`config.mk`:
```
export PLATFORM = sky130hd
export DESIGN_NAME = chained_hash_table_top
export DESIGN_NICKNAME = d
export VERILOG_FILES = /design/src/rtl/core/cht_pkg.sv /design/src/rtl/core/cht_ram.sv /design/src/rtl/core/cht_hash.sv /design/src/rtl/core/cht_core.sv /design/src/rtl/core/chained_hash_table_top.sv
export VERILOG_INCLUDE_DIRS = /design/src /design/src/rtl/core
export SDC_FILE = /design/constraint.sdc
export NUM_CORES = 2
export LEC_CHECK = 0
export BUFFER_PORTS_ARGS = -buffer_cell sky130_fd_sc_hd__buf_2
export CAP_MARGIN = 20
export CORE_ASPECT_RATIO = 1.25
export CORE_UTILIZATION = 56
export DETAILED_ROUTE_END_ITERATION = 10
export PLACE_DENSITY = 0.72
export SLEW_MARGIN = 40
export SYNTH_ARGS = -nofsm -noshare
export SYNTH_HDL_FRONTEND = slang
export SYNTH_SLANG_ARGS = --single-unit
```
`constraint.sdc`:
```
create_clock -name clk -period 13.8 [get_ports clk]
set_input_delay 1.38 -clock clk [delete_from_list [all_inputs] [get_ports clk]]
set_output_delay 1.38 -clock clk [all_outputs]
set_load 0.05 [all_outputs]
```
`src/rtl/core/chained_hash_table_top_defines.svh`:
```
// ----------------------------------------------------------------------------
// Chained hash table assertion macros
// Shared property forms for the checks at the end of the top level.
// ----------------------------------------------------------------------------
`ifndef CHAINED_HASH_TABLE_TOP_DEFINES_SVH
`define CHAINED_HASH_TABLE_TOP_DEFINES_SVH

// Consequent must hold in the same cycle as the antecedent.
`define CHT_ASSERT_SAME(lbl, ante, cons) \
  lbl: assert property (@(posedge clk) disable iff (rst) (ante) |-> (cons)) \
    else $error("chained hash table check failed");

// Consequent must hold in the cycle after the antecedent.
`define CHT_ASSERT_NEXT(lbl, ante, cons) \
  lbl: assert property (@(posedge clk) disable iff (rst) (ante) |=> (cons)) \
    else $error("chained hash table check failed");

`endif

```
`src/rtl/core/cht_pkg.sv`:
```
// ----------------------------------------------------------------------------
// Chained hash table package
// Sizes, codes and the structs passed between the top level and the core.
// ----------------------------------------------------------------------------
`default_nettype none

package cht_pkg;

  localparam int BUCKETS   = 10;
  localparam int POOL      = 64;
  localparam int KEY_W     = 32;
  localparam int SLOT_W    = 6;

  // Node pointers carry one extra code, POOL, for the end of a chain.
  localparam int PTR_W     = $clog2(POOL + 1);
  localparam int IDX_W     = $clog2(POOL);
  localparam int STEP_W    = $clog2(POOL + 1);
  localparam int BKT_W     = (BUCKETS > 1) ? $clog2(BUCKETS) : 1;
  localparam logic [PTR_W-1:0] NIL = PTR_W'(POOL);

  // Modulo unit: key bits folded in per cycle.
  localparam int HASH_BITS = 8;
  localparam int HASH_CYC  = KEY_W / HASH_BITS;
  localparam int HCNT_W    = (HASH_CYC > 1) ? $clog2(HASH_CYC) : 1;
  localparam int HASH_R    = BKT_W + 1;

  typedef enum logic [1:0] {
    CMD_INSERT = 2'd0,
    CMD_DELETE = 2'd1,
    CMD_SEARCH = 2'd2
  } cmd_t;

  typedef enum logic [1:0] {
    ST_DONE      = 2'd0,
    ST_NOT_FOUND = 2'd1,
    ST_POOL_FULL = 2'd2
  } status_t;

  typedef enum logic [2:0] {
    S_IDLE,
    S_HASH,
    S_HEAD,
    S_INS_FREE,
    S_INS_WALK,
    S_WALK,
    S_DEL_FREE,
    S_RESP
  } state_t;

  typedef struct packed {
    logic             valid;
    cmd_t             cmd;
    logic [KEY_W-1:0] key;
  } req_t;

  typedef struct packed {
    logic              valid;
    status_t           status;
    logic [SLOT_W-1:0] slot;
  } res_t;

endpackage

`default_nettype wire

```
`src/rtl/core/cht_ram.sv`:
```
// ----------------------------------------------------------------------------
// Chained hash table RAM
// Simple dual-port synchronous RAM, one write and one registered read port.
// ----------------------------------------------------------------------------
`default_nettype none

module cht_ram #(
  parameter int WIDTH = 8,
  parameter int DEPTH = 16,
  parameter int AW    = (DEPTH > 1) ? $clog2(DEPTH) : 1
) (
  input  logic             clk,
  input  logic             we,
  input  logic [AW-1:0]    waddr,
  input  logic [WIDTH-1:0] wdata,
  input  logic [AW-1:0]    raddr,
  output logic [WIDTH-1:0] rdata
);

  logic [WIDTH-1:0] mem [DEPTH];

  always_ff @(posedge clk) begin
    if (we) begin
      mem[waddr] <= wdata;
    end
  end

  always_ff @(posedge clk) begin
    rdata <= mem[raddr];
  end

endmodule

`default_nettype wire

```
`src/rtl/core/cht_hash.sv`:
```
// ----------------------------------------------------------------------------
// Chained hash table bucket hash
// Key modulo BUCKETS, folded MSB first a byte per cycle.
// ----------------------------------------------------------------------------
`default_nettype none

module cht_hash import cht_pkg::*; (
  input  logic             clk,
  input  logic             rst,
  input  logic             start,
  input  logic [KEY_W-1:0] key,
  output logic             done,
  output logic [BKT_W-1:0] bucket
);

  logic [KEY_W-1:0]  sh;
  logic [HASH_R-1:0] rem;
  logic [HASH_R-1:0] rem_next;
  logic [HCNT_W-1:0] cnt;
  logic              run;

  // Remainder stays below BUCKETS, so one conditional subtract per bit.
  always_comb begin
    rem_next = rem;
    for (int i = 0; i < HASH_BITS; i++) begin
      rem_next = {rem_next[HASH_R-2:0], sh[KEY_W-1-i]};
      if (rem_next >= HASH_R'(BUCKETS)) begin
        rem_next = rem_next - HASH_R'(BUCKETS);
      end
    end
  end

  always_ff @(posedge clk) begin
    if (rst) begin
      run  <= 1'b0;
      done <= 1'b0;
    end else begin
      done <= 1'b0;
      if (start) begin
        run <= 1'b1;
      end else if (run && cnt == '0) begin
        run  <= 1'b0;
        done <= 1'b1;
      end
    end
  end

  always_ff @(posedge clk) begin
    if (start) begin
      sh  <= key;
      rem <= '0;
      cnt <= HCNT_W'(HASH_CYC - 1);
    end else if (run) begin
      sh  <= sh << HASH_BITS;
      rem <= rem_next;
      cnt <= cnt - 1'b1;
    end
  end

  assign bucket = rem[BKT_W-1:0];

endmodule

`default_nettype wire

```
`src/rtl/core/cht_core.sv`:
```
// ----------------------------------------------------------------------------
// Chained hash table core
// Sequencer over the bucket head, node key and node link memories.
// ----------------------------------------------------------------------------
`default_nettype none

module cht_core import cht_pkg::*; (
  input  logic clk,
  input  logic rst,
  input  req_t req,
  output logic ready,
  output res_t res,
  input  logic res_ready
);

  state_t state, state_next;

  logic             hash_start;
  logic             hash_done;
  logic [BKT_W-1:0] hash_bucket;

  cmd_t              cmd_q;
  logic [KEY_W-1:0]  key_q;
  logic [BKT_W-1:0]  b_q;
  logic [PTR_W-1:0]  cur;
  logic [PTR_W-1:0]  prev;
  logic [PTR_W-1:0]  n_q;
  logic [STEP_W-1:0] steps;
  logic [PTR_W-1:0]  free_head;
  status_t           res_status;
  logic [SLOT_W-1:0] res_slot;

  logic             head_we;
  logic [BKT_W-1:0] head_wa;
  logic [PTR_W-1:0] head_wd;
  logic [BKT_W-1:0] head_ra;
  logic [PTR_W-1:0] head_rd;
  logic             head_vld [BUCKETS];
  logic             head_vld_q;

  logic             key_we;
  logic [IDX_W-1:0] key_wa;
  logic [KEY_W-1:0] key_wd;
  logic [IDX_W-1:0] key_ra;
  logic [KEY_W-1:0] key_rd;

  logic             link_we;
  logic [IDX_W-1:0] link_wa;
  logic [PTR_W-1:0] link_wd;
  logic [IDX_W-1:0] link_ra;
  logic [PTR_W-1:0] link_rd;
  logic             link_vld [POOL];
  logic             link_vld_q;
  logic [IDX_W-1:0] link_ra_q;

  logic [PTR_W-1:0] head_val;
  logic [PTR_W-1:0] link_val;
  logic             pool_full;
  logic             head_nil;
  logic             key_hit;
  logic             link_end;
  logic             last_step;
  logic             ins_more;

  cht_hash u_hash (
    .clk    (clk),
    .rst    (rst),
    .start  (hash_start),
    .key    (req.key),
    .done   (hash_done),
    .bucket (hash_bucket)
  );

  cht_ram #(.WIDTH(PTR_W), .DEPTH(BUCKETS), .AW(BKT_W)) u_head_ram (
    .clk   (clk),
    .we    (head_we),
    .waddr (head_wa),
    .wdata (head_wd),
    .raddr (head_ra),
    .rdata (head_rd)
  );

  cht_ram #(.WIDTH(KEY_W), .DEPTH(POOL), .AW(IDX_W)) u_key_ram (
    .clk   (clk),
    .we    (key_we),
    .waddr (key_wa),
    .wdata (key_wd),
    .raddr (key_ra),
    .rdata (key_rd)
  );

  cht_ram #(.WIDTH(PTR_W), .DEPTH(POOL), .AW(IDX_W)) u_link_ram (
    .clk   (clk),
    .we    (link_we),
    .waddr (link_wa),
    .wdata (link_wd),
    .raddr (link_ra),
    .rdata (link_rd)
  );

  // Unwritten entries read as their reset values: empty bucket, next free node.
  always_comb begin
    head_val  = head_vld_q ? head_rd : NIL;
    link_val  = link_vld_q ? link_rd : (PTR_W'(link_ra_q) + 1'b1);
    pool_full = (free_head >= NIL);
    head_nil  = (head_val >= NIL);
    key_hit   = (key_rd == key_q);
    link_end  = (link_val >= NIL);
    last_step = (steps == STEP_W'(POOL - 1));
    ins_more  = !link_end && (steps != STEP_W'(POOL));
  end

  always_comb begin
    state_next = state;
    case (state)
      S_IDLE: begin
        if (req.valid) begin
          if (req.cmd inside {CMD_INSERT, CMD_DELETE, CMD_SEARCH}) begin
            state_next = S_HASH;
          end else begin
            state_next = S_RESP;
          end
        end
      end
      S_HASH: begin
        if (hash_done) begin
          state_next = S_HEAD;
        end
      end
      S_HEAD: begin
        case (cmd_q)
          CMD_INSERT: state_next = pool_full ? S_RESP : S_INS_FREE;
          CMD_DELETE,
          CMD_SEARCH: state_next = head_nil ? S_RESP : S_WALK;
          default:    state_next = S_RESP;
        endcase
      end
      S_INS_FREE: state_next = (cur >= NIL) ? S_RESP : S_INS_WALK;
      S_INS_WALK: state_next = ins_more ? S_INS_WALK : S_RESP;
      S_WALK: begin
        if (key_hit) begin
          state_next = (cmd_q == CMD_DELETE) ? S_DEL_FREE : S_RESP;
        end else if (link_end || last_step) begin
          state_next = S_RESP;
        end
      end
      S_DEL_FREE: state_next = S_RESP;
      S_RESP: begin
        if (res_ready) begin
          state_next = S_IDLE;
        end
      end
      default: state_next = S_IDLE;
    endcase
  end

  always_comb begin
    ready      = 1'b0;
    hash_start = 1'b0;
    res.valid  = 1'b0;
    res.status = res_status;
    res.slot   = res_slot;
    head_we    = 1'b0;
    head_wa    = b_q;
    head_wd    = n_q;
    head_ra    = hash_bucket;
    key_we     = 1'b0;
    key_wa     = free_head[IDX_W-1:0];
    key_wd     = key_q;
    key_ra     = link_val[IDX_W-1:0];
    link_we    = 1'b0;
    link_wa    = n_q[IDX_W-1:0];
    link_wd    = NIL;
    link_ra    = link_val[IDX_W-1:0];
    case (state)
      S_IDLE: begin
        ready      = 1'b1;
        hash_start = req.valid;
      end
      S_HEAD: begin
        if (cmd_q == CMD_INSERT) begin
          link_ra = free_head[IDX_W-1:0];
          key_we  = !pool_full;
        end else begin
          key_ra  = head_val[IDX_W-1:0];
          link_ra = head_val[IDX_W-1:0];
        end
      end
      S_INS_FREE: begin
        link_we = 1'b1;
        link_ra = cur[IDX_W-1:0];
        head_we = (cur >= NIL);
      end
      S_INS_WALK: begin
        if (!ins_more) begin
          link_we = 1'b1;
          link_wa = cur[IDX_W-1:0];
          link_wd = n_q;
        end
      end
      S_WALK: begin
        if (key_hit && cmd_q == CMD_DELETE) begin
          head_wd = link_val;
          link_wd = link_val;
          link_wa = prev[IDX_W-1:0];
          if (prev >= NIL) begin
            head_we = 1'b1;
          end else begin
            link_we = 1'b1;
          end
        end
      end
      S_DEL_FREE: begin
        link_we = 1'b1;
        link_wa = cur[IDX_W-1:0];
        link_wd = free_head;
      end
      S_RESP: begin
        res.valid = 1'b1;
      end
      default: begin
      end
    endcase
  end

  always_ff @(posedge clk) begin
    if (rst) begin
      state     <= S_IDLE;
      free_head <= '0;
      for (int i = 0; i < BUCKETS; i++) begin
        head_vld[i] <= 1'b0;
      end
      for (int i = 0; i < POOL; i++) begin
        link_vld[i] <= 1'b0;
      end
    end else begin
      state <= state_next;
      if (head_we) begin
        head_vld[head_wa] <= 1'b1;
      end
      if (link_we) begin
        link_vld[link_wa] <= 1'b1;
      end
      if (state == S_INS_FREE) begin
        free_head <= link_val;
      end else if (state == S_DEL_FREE) begin
        free_head <= cur;
      end
    end
  end

  // Valid flags are registered alongside the RAM read, as the data is.
  always_ff @(posedge clk) begin
    head_vld_q <= head_vld[head_ra];
    link_vld_q <= link_vld[link_ra];
    link_ra_q  <= link_ra;
  end

  always_ff @(posedge clk) begin
    case (state)
      S_IDLE: begin
        if (req.valid) begin
          cmd_q      <= req.cmd;
          key_q      <= req.key;
          res_status <= ST_NOT_FOUND;
          res_slot   <= '0;
        end
      end
      S_HASH: begin
        if (hash_done) begin
          b_q <= hash_bucket;
        end
      end
      S_HEAD: begin
        cur   <= head_val;
        prev  <= NIL;
        steps <= '0;
        n_q   <= free_head;
        if (cmd_q == CMD_INSERT && pool_full) begin
          res_status <= ST_POOL_FULL;
        end
      end
      S_INS_FREE: begin
        res_status <= ST_DONE;
        res_slot   <= SLOT_W'(n_q);
      end
      S_INS_WALK: begin
        if (ins_more) begin
          cur   <= link_val;
          steps <= steps + 1'b1;
        end
      end
      S_WALK: begin
        if (key_hit) begin
          res_status <= ST_DONE;
          res_slot   <= SLOT_W'(cur);
        end else begin
          prev  <= cur;
          cur   <= link_val;
          steps <= steps + 1'b1;
        end
      end
      default: begin
      end
    endcase
  end

endmodule

`default_nettype wire

```
`src/rtl/core/chained_hash_table_top.sv`:
```
// ----------------------------------------------------------------------------
// Chained hash table
// Separate-chaining hash table over a fixed node pool with a free list.
// ----------------------------------------------------------------------------
//
//   channel   direction  tdata                tuser
//   s_axis    in         key [31:0]           cmd [1:0]
//   m_axis    out        slot [5:0], pad 0    status [1:0]
//
// One item is in work at a time. An item passes through the accept, the
// byte-serial modulo (four bytes and the done flag), the bucket head read, a
// walk over the chain nodes (at most the pool, 64) through the link and key
// memories with a free-list update on an insert or a hit delete, and the
// handover of the result; an unused command goes from the accept straight to
// the handover, and an insert on a full pool skips the walk and the update.
// Reset is synchronous; valid flags stand in for the reset contents of the head
// and link memories, so no clearing pass runs.
// The result waits in an output register, so the next item is taken while
// it is unread; a second result stalls the core until the first one leaves.
//
`default_nettype none

`include "chained_hash_table_top_defines.svh"

module chained_hash_table_top import cht_pkg::*; (
  input  logic        clk,
  input  logic        rst,
  input  logic        s_tvalid,
  output logic        s_tready,
  input  logic [31:0] s_tdata,   // key [31:0]
  input  logic [1:0]  s_tuser,   // cmd [1:0]
  output logic        m_tvalid,
  input  logic        m_tready,
  output logic [7:0]  m_tdata,   // slot [5:0], zero [7:6]
  output logic [1:0]  m_tuser    // status [1:0]
);

  req_t req;
  res_t res;
  logic res_ready;

  // Decode the incoming item.
  always_comb begin
    req.valid = s_tvalid;
    req.cmd   = cmd_t'(s_tuser);
    req.key   = s_tdata;
  end

  // Output register is free when empty or being drained this cycle.
  assign res_ready = !m_tvalid || m_tready;

  cht_core u_core (
    .clk       (clk),
    .rst       (rst),
    .req       (req),
    .ready     (s_tready),
    .res       (res),
    .res_ready (res_ready)
  );

  always_ff @(posedge clk) begin
    if (rst) begin
      m_tvalid <= 1'b0;
    end else if (res.valid && res_ready) begin
      m_tvalid <= 1'b1;
    end else if (m_tready) begin
      m_tvalid <= 1'b0;
    end
  end

  // Hold the payload until the item is taken.
  always_ff @(posedge clk) begin
    if (res.valid && res_ready) begin
      m_tdata <= 8'(res.slot);
      m_tuser <= res.status;
    end
  end

  // One item at a time: the core is busy right after an accept.
  `CHT_ASSERT_NEXT(a_one_in_flight, s_tvalid && s_tready, !s_tready)
  // A result handed over always lands in the output register.
  `CHT_ASSERT_NEXT(a_result_lands, res.valid && res_ready, m_tvalid)
  // A failed command reports slot zero.
  `CHT_ASSERT_SAME(a_fail_slot_zero, m_tvalid && (m_tuser != ST_DONE), m_tdata == 8'd0)

endmodule

`default_nettype wire
```
==> Yosys cells after proc, flatten, opt, wreduce, memory -nomap -nowiden <==
Memory sizes are Yosys's and may differ from the RTL's. A register that Yosys moved wholly into a read port is not among the register bits.
Index checks and enable logic that the tools add are counted.
W data, S select, Z words.
{ "classes": {"order_cmp": 13, "reduce_logical": 35, "mux": 89, "addsub": 11, "n_eq_ne": 22} }
{ "ops": {"columns": ["cell", "count"], "rows": [
  ["$mux W7", 13],
  ["$mux W32", 2],
  ["$pmux W7 S3", 3],
  ["$mux W6", 8],
  ["$ge A5 B4 Y1 const B", 8],
  ["$mux W4", 9],
  ["$pmux W6 S3", 2],
  ["$ge A7 B7 Y1 const B", 5],
  ["$eq A32 B32 Y1", 1],
  ["$mux W1", 32],
  ["$sub A4 B4 Y4 const B", 8],
  ["$pmux W3 S8", 1],
  ["$mux W3", 7],
  ["$pmux W7 S2", 1],
  ["$eq A3 B3 Y1 const B", 4],
  ["$mux W2", 6],
  ["$pmux W6 S2", 1],
  ["$reduce_bool A2 Y1", 5],
  ["$reduce_bool A3 Y1", 3],
  ["$ne A2 B2 Y1 const B", 4],
  ["$pmux W2 S4", 1],
  ["$reduce_and A4 Y1", 2],
  ["$add A6 B1 Y7 const B", 1],
  ["$add A7 B1 Y7 const B", 1],
  ["22 further kinds", 42]
]} }
{ "totals": {"ramBits": 2640, "register_bits": 139, "wordCells": 195, "mem_count": 5} }
{ "memory_table": {"columns": ["name", "words", "width", "read_ports", "rd_ports_with_merged_regs", "wr", "line_no", "source"], "rows": [
  ["u_core.u_key_ram.mem", 64, 32, 1, 1, 1, "cht_ram.sv:20", "logic [WIDTH-1:0] mem [DEPTH];"],
  ["u_core.u_link_ram.mem", 64, 7, 1, 1, 1, "cht_ram.sv:20", null],
  ["u_core.u_head_ram.mem", 10, 7, 1, 1, 1, "cht_ram.sv:20", null],
  ["u_core.link_vld", 64, 1, 1, 1, 64, "cht_core.sv:52", "logic link_vld [POOL];"],
  ["u_core.head_vld", 10, 1, 1, 1, 10, "cht_core.sv:38", "logic head_vld [BUCKETS];"]
]} }

==> Depth between registers and ports, before layout <==
{ "logic_depth": {"ltp_word": 16, "depth_mapped": 41} }

==> Hierarchy <==
Synthesis repeated with hierarchy kept, for this count alone.
{ "unflattened": {"cells_unflattened": 5405, "area_unflattened_um2": 110912.6} }
{ "modules_own_cells": {"columns": ["module", "n_inst", "seq_area_each_um2", "area_per_inst_um2", "cells_per_inst"], "rows": [
  ["cht_ram (u_core.u_key_ram)", 1, 62139.6, 78515.3, 3324],
  ["cht_ram (u_core.u_link_ram)", 1, 13593.0, 17635.7, 827],
  ["cht_core", 1, 4344.2, 8374.3, 794],
  ["cht_hash", 1, 1121.1, 3095.5, 279],
  ["cht_ram (u_core.u_head_ram)", 1, 2242.2, 2977.9, 165],
  ["chained_hash_table_top", 1, 260.2, 314.1, 16]
]} }

==> Least setup slack after synthesis <==
Ideal clock, no wire load.
{ "synth_timing": {"kind": "reg2reg", "from": "register u_core.u_hash.rem[1]", "to": "register u_core.u_hash.rem[2]", "stages_incl_launch_ff": 42, "t_required_ns": 13.726, "slack_ns": 5.603, "synth_period_minus_slack_ns": 8.197, "n_path_buf": 4, "arrival_time_ns": 8.123, "path_cell_list": "dfxtp_1 -> buf_1 -> clkbuf_1 -> inv_1 -> ha_1 -> o21ai_0 -> a211oi_1 -> nor2_1 -> ha_1 -> o21ba_4 -> o21ai_0 -> and2_1 -> ha_1 -> o211ai_1 -> a31oi_1 -> xnor2_1 -> ha_1 -> clkbuf_1 -> [6 not listed] -> o211ai_1 -> and3_1 -> inv_2 -> ha_1 -> clkbuf_1 -> and2_1 -> a31oi_1 -> a31oi_1 -> nor2_1 -> ha_1 -> nor2_1 -> a211oi_1 -> o211ai_2 -> inv_2 -> ha_1 -> nand2b_1 -> or4_1 -> a31oi_1"} }
{ "synth_between": {"elab_chain_cells": 16, "word_cells_on_any_way": 24} }
{ "synth_rtl": {"columns": ["item", "line_no", "source"], "rows": [
  ["start: declaration", "cht_hash.sv:17", "logic [HASH_R-1:0] rem;"],
  ["start signal: assignment", "cht_hash.sv:55", "rem <= rem_next;"],
  ["$sub A4 B4 Y4 or $ge A5 B4 Y1 (tied branches)", "cht_hash.sv:28, cht_hash.sv:27", null],
  ["$mux W4 (*)", "cht_hash.sv:27", "if (rem_next >= HASH_R'(BUCKETS)) begin"],
  ["$sub A4 B4 Y4 or $ge A5 B4 Y1 (tied branches)", "cht_hash.sv:28, cht_hash.sv:27", null],
  ["$mux W4 (*)", "cht_hash.sv:27", null],
  ["$ge A5 B4 Y1 or $sub A4 B4 Y4 (tied branches)", "cht_hash.sv:27, cht_hash.sv:28", null],
  ["$mux W4 (*)", "cht_hash.sv:27", null],
  ["$sub A4 B4 Y4 or $ge A5 B4 Y1 (tied branches)", "cht_hash.sv:28, cht_hash.sv:27", null],
  ["$mux W4 (*)", "cht_hash.sv:27", null],
  ["$sub A4 B4 Y4 or $ge A5 B4 Y1 (tied branches)", "cht_hash.sv:28, cht_hash.sv:27", null],
  ["$mux W4 (*)", "cht_hash.sv:27", null],
  ["$sub A4 B4 Y4 or $ge A5 B4 Y1 (tied branches)", "cht_hash.sv:28, cht_hash.sv:27", null],
  ["$mux W4 (*)", "cht_hash.sv:27", null],
  ["$ge A5 B4 Y1 or $sub A4 B4 Y4 (tied branches)", "cht_hash.sv:27, cht_hash.sv:28", null],
  ["$mux W4 (*)", "cht_hash.sv:27", null],
  ["$sub A4 B4 Y4 or $ge A5 B4 Y1 (tied branches)", "cht_hash.sv:28, cht_hash.sv:27", null],
  ["$mux W4 (*)", "cht_hash.sv:27", null]
]} }
Mark *: on every way between the ends. The rest lies on a longest branch, timed or not.
A chain may end at the register's enable or synchronous reset.

==> Worst setup path after layout <==
{ "layout_timing": {"from": "register u_core.u_hash.rem[0]", "to": "register u_core.u_hash.rem[2]"} }
{ "layout_between": {"elab_chain_cells": 16, "word_cells_on_any_way": 24} }
{ "layout_rtl": {"columns": ["item", "line_no"], "rows": [
  ["$sub A4 B4 Y4 or $ge A5 B4 Y1 (tied branches)", "cht_hash.sv:28, cht_hash.sv:27"],
  ["$mux W4 (*)", "cht_hash.sv:27"],
  ["$sub A4 B4 Y4 or $ge A5 B4 Y1 (tied branches)", "cht_hash.sv:28, cht_hash.sv:27"],
  ["$mux W4 (*)", "cht_hash.sv:27"],
  ["$sub A4 B4 Y4 or $ge A5 B4 Y1 (tied branches)", "cht_hash.sv:28, cht_hash.sv:27"],
  ["$mux W4 (*)", "cht_hash.sv:27"],
  ["$ge A5 B4 Y1 or $sub A4 B4 Y4 (tied branches)", "cht_hash.sv:27, cht_hash.sv:28"],
  ["$mux W4 (*)", "cht_hash.sv:27"],
  ["$sub A4 B4 Y4 or $ge A5 B4 Y1 (tied branches)", "cht_hash.sv:28, cht_hash.sv:27"],
  ["$mux W4 (*)", "cht_hash.sv:27"],
  ["$sub A4 B4 Y4 or $ge A5 B4 Y1 (tied branches)", "cht_hash.sv:28, cht_hash.sv:27"],
  ["$mux W4 (*)", "cht_hash.sv:27"],
  ["$ge A5 B4 Y1 or $sub A4 B4 Y4 (tied branches)", "cht_hash.sv:27, cht_hash.sv:28"],
  ["$mux W4 (*)", "cht_hash.sv:27"],
  ["$sub A4 B4 Y4 or $ge A5 B4 Y1 (tied branches)", "cht_hash.sv:28, cht_hash.sv:27"],
  ["$mux W4 (*)", "cht_hash.sv:27"]
]} }
Marks and branches as above.

==> flow_summary.json <==
{
  "synth_top_family_by_area": "multiplexers",
  "setup_tns_ns": 0,
  "ant_nets": 0,
  "multi_input_area_mm2": 0.0260,
  "synthArstFlopShare": 0,
  "min_period_ns": 8.81,
  "path_max_fanout": 37,
  "grt_max_degree": 135,
  "die_w_um": 399,
  "synth_ff_type": "edfxtp_1",
  "synth_adder_area_share": 0.00170,
  "p_int_mw": 20.2,
  "hold_path_class": "reg -> reg",
  "final_util": 0.633,
  "r2r-end": "u_core.u_hash.rem[2]",
  "grt_pass1_vias": 58500,
  "clkTransAtPathRegs_ns": 0.06,
  "grt_use_total": 0.268,
  "grt_pass1_wl_um": 386000,
  "worst_pin_slew_ns": 0.898,
  "cts_made_buffers": 278,
  "reg2reg_slack_ns": 4.99,
  "synth_compound_area_frac": 0.0296,
  "leakage_nw": 39.1,
  "synth_mux_area_frac": 0.136,
  "wire_per_inst_um": 30.1,
  "grt_setup_unrepaired": "false",
  "slew_violations": 0,
  "avgViaCountPerCell": 6.54,
  "start_kind": "flip-flop",
  "dr_total_vias": 57400,
  "rows": 181,
  "wirelength_um": 264000,
  "clock-sinks": 2833,
  "synthDominantCellAreaShare": 0.734,
  "crit_arrival_ns": 9.64,
  "p_clk_frac": 0.224,
  "hold_ws_ns": 0.426,
  "path_class": "reg -> reg",
  "final_common_cell": "edfxtp_1",
  "seq_power_share": 0.321,
  "crit_path_end_kind": "flip-flop",
  "cp_slowest_cell": "buf_4",
  "synth_cell_type_count": 89,
  "max_freq_mhz": 113,
  "yosys.area_share.simple": 0.0581,
  "crit_path_start": "u_core.u_hash.rem[0]",
  "seq_area_mm2": 0.0837,
  "crit_path_max_incr_delay_ns": 0.45,
  "r2r-start": "u_core.u_hash.rem[0]",
  "fin_crit_sh": 0.638,
  "syn_area_mm2": 0.110,
  "ys_ff_latch": 2833,
  "globalRoute.totalOverflow": 0,
  "setup_violations": 0,
  "synth_cells": 5845,
  "powerDensity_mw_per_mm2": 262,
  "pin_count": 50,
  "clock_latency_ns": 0.95,
  "initial_utilization": 0.565,
  "final_cell_mix": "edfxtp_1 (2,696), nand2_1 (733), mux4_2 (658)",
  "io_buffers": 47,
  "cts_buffer_depth": 4,
  "fp.dieH_um": 498,
  "synth_xor_area_frac": 0.00340,
  "dp_hpwl_um": 144000,
  "ff2ff_path_depth": 38,
  "fillers": 13100,
  "p_comb_frac": 0.455,
  "drt_iter0_drc": 6782,
  "drive_gt1_frac": 0.229,
  "ir_drop_v": 0.000431,
  "gp_congestion": 0.810,
  "cp_common_cell": "ha_1",
  "required_ns": 14.62,
  "maxCapViolCount": 0,
  "crit_end": "u_core.u_hash.rem[2]",
  "clock_skew_ns": 0.0843,
  "tritoncts": "built",
  "dr.pass1.iters": 6,
  "yosysSeqAreaShare": 0.759,
  "p_sw_frac": 0.375,
  "antenna_found_initial": 3,
  "outcome": "complete, no violations",
  "synth_area_leaders": "edfxtp_1 (73%), mux4_2 (13%), nand2_1 (2.5%)",
  "clockRootBuffer": "clkbuf_16",
  "area_growth_syn_to_layout_pct": 12.0,
  "drcViolationCount": 0,
  "cts_hold_buf": 0,
  "die_area_mm2": 0.199,
  "maxSlewHeadroom": 0.401,
  "cts-resized-gates": 0,
  "syn_area_per_cell_um2": 18.9,
  "hold_viol": 0,
  "synth_edf_count": 2696,
  "yosys.area.top_type": "edfxtp_1",
  "synth_warnings": 0,
  "power.switching_mw": 12.2,
  "cts_setup_buffers": 0,
  "core_mm2": 0.195,
  "final_nets": 6072,
  "cts_max_level": 5
}
cells by family (layout without fill, tap and decap cells):
kind of cell             Yosys count  count (layout)
AND/OR/NAND/NOR                 1476            1476
adder cells (fa/ha/maj)           15              15
buffers and inverters            368             731
flip-flops                      2833            2833
other                              1               3
XOR/XNOR                          42              42
multiplexers                     671             671
AO/OA/AOI/OAI                    439             439
metal layers:
metal | share of wire | track usage
met5 | 0.00010 | 0
met4 | 0.035 | 0.0941
met3 | 0.082 | 0.0430
met2 | 0.52 | 0.454
met1 | 0.37 | 0.352
flip-flops by register name (all words and copies together) (netlist names), 7 cells and up:
| register | cells |
|---|---|
| u_core.n_q | 7 |
| u_core.u_key_ram.rdata | 32 |
| u_core.u_key_ram.mem | 2048 |
| u_core.key_q | 32 |
| u_core.u_head_ram.mem | 70 |
| u_core.cur | 7 |
| u_core.u_link_ram.mem | 448 |
| u_core.head_vld | 16 |
| u_core.u_link_ram.rdata | 7 |
| u_core.u_head_ram.rdata | 7 |
| u_core.u_hash.sh | 32 |
| u_core.prev | 7 |
| u_core.free_head | 7 |
| u_core.steps | 7 |
| u_core.link_vld | 64 |
cell type report:
class                   count  share of cell area
diodes                      1           0.0000203
clock buffers             355              0.0609
clock inverters           115             0.00831
inverters                  32            0.000993
multi-input cells        2645               0.210
flip-flops and latches   2833               0.678
well taps                2562              0.0260
repair buffers            229              0.0159
critical path, delay by kind of cell, from the launching register on:
| kind | cells | cell delay (ns) |
|---|---|---|
| adders and majority gates | 8 | 2.26 |
| AOI/OAI and AO/OA | 15 | 3.12 |
| and+or+nand+nor | 9 | 2.03 |
| buffers and inverters | 4 | 0.72 |
| DFF | 1 | 0.31 |
| xor gates and xnor gates | 2 | 0.30 |
power groups by stage:
stage	clock (mW)	sequential [mW]	combinational, mW
after global routing	7.64	10.4	15.8
after global placement	0	10.6	14.4
after CTS	7.34	10.4	14.7
after floorplan	0	10.7	10.1
after detailed placement	0	10.6	14.6
final	7.27	10.4	14.7
worst min path at each step:
stage	startpoint	end	slack (ns)	cells past startpoint
3_5_place_dp	u_core.res_slot[3]	m_tdata[3]	0.41	0
6_report	u_core.res_slot[2]	m_tdata[2]	0.43	0
3_3_place_gp	u_core.res_status[0]	m_tuser[0]	0.42	0
2_1_floorplan	u_core.res_slot[0]	m_tdata[0]	0.40	0
5_1_grt	u_core.res_slot[1]	m_tdata[1]	0.44	0
4_1_cts	u_core.res_slot[2]	m_tdata[2]	0.43	0
Yosys cell counts, drive strengths merged (7+ instances only):
master     n
nand2b    24
dfxtp    137
nor2     313
a21oi     64
or2       14
and3     100
and2      39
nor2b     15
a311oi   107
ha        15
a221oi     7
or3       13
nand3    134
o211ai    15
a21o      12
xor2      36
nor3      48
nand2    739
o21ba      9
o21a      10
nor4      14
a31oi     62
mux2i      9
o21ai     40
clkbuf   213
mux4     659
inv       31
buf      123
a211oi    57
edfxtp  2696
per-stage QoR:
step	instances	instance area [um2]	total power, mW	setup WS, ns
floorplan	5846	110000	20.8	5.60
global placement	8283	114000	24.9	4.74
detailed placement	8294	115000	25.2	5.07
CTS	8764	123000	32.4	5.02
global route	8772	124000	33.8	4.09
finish	8772	124000	32.4	4.99
No activity file was read; power rests on OpenSTA's default activity.
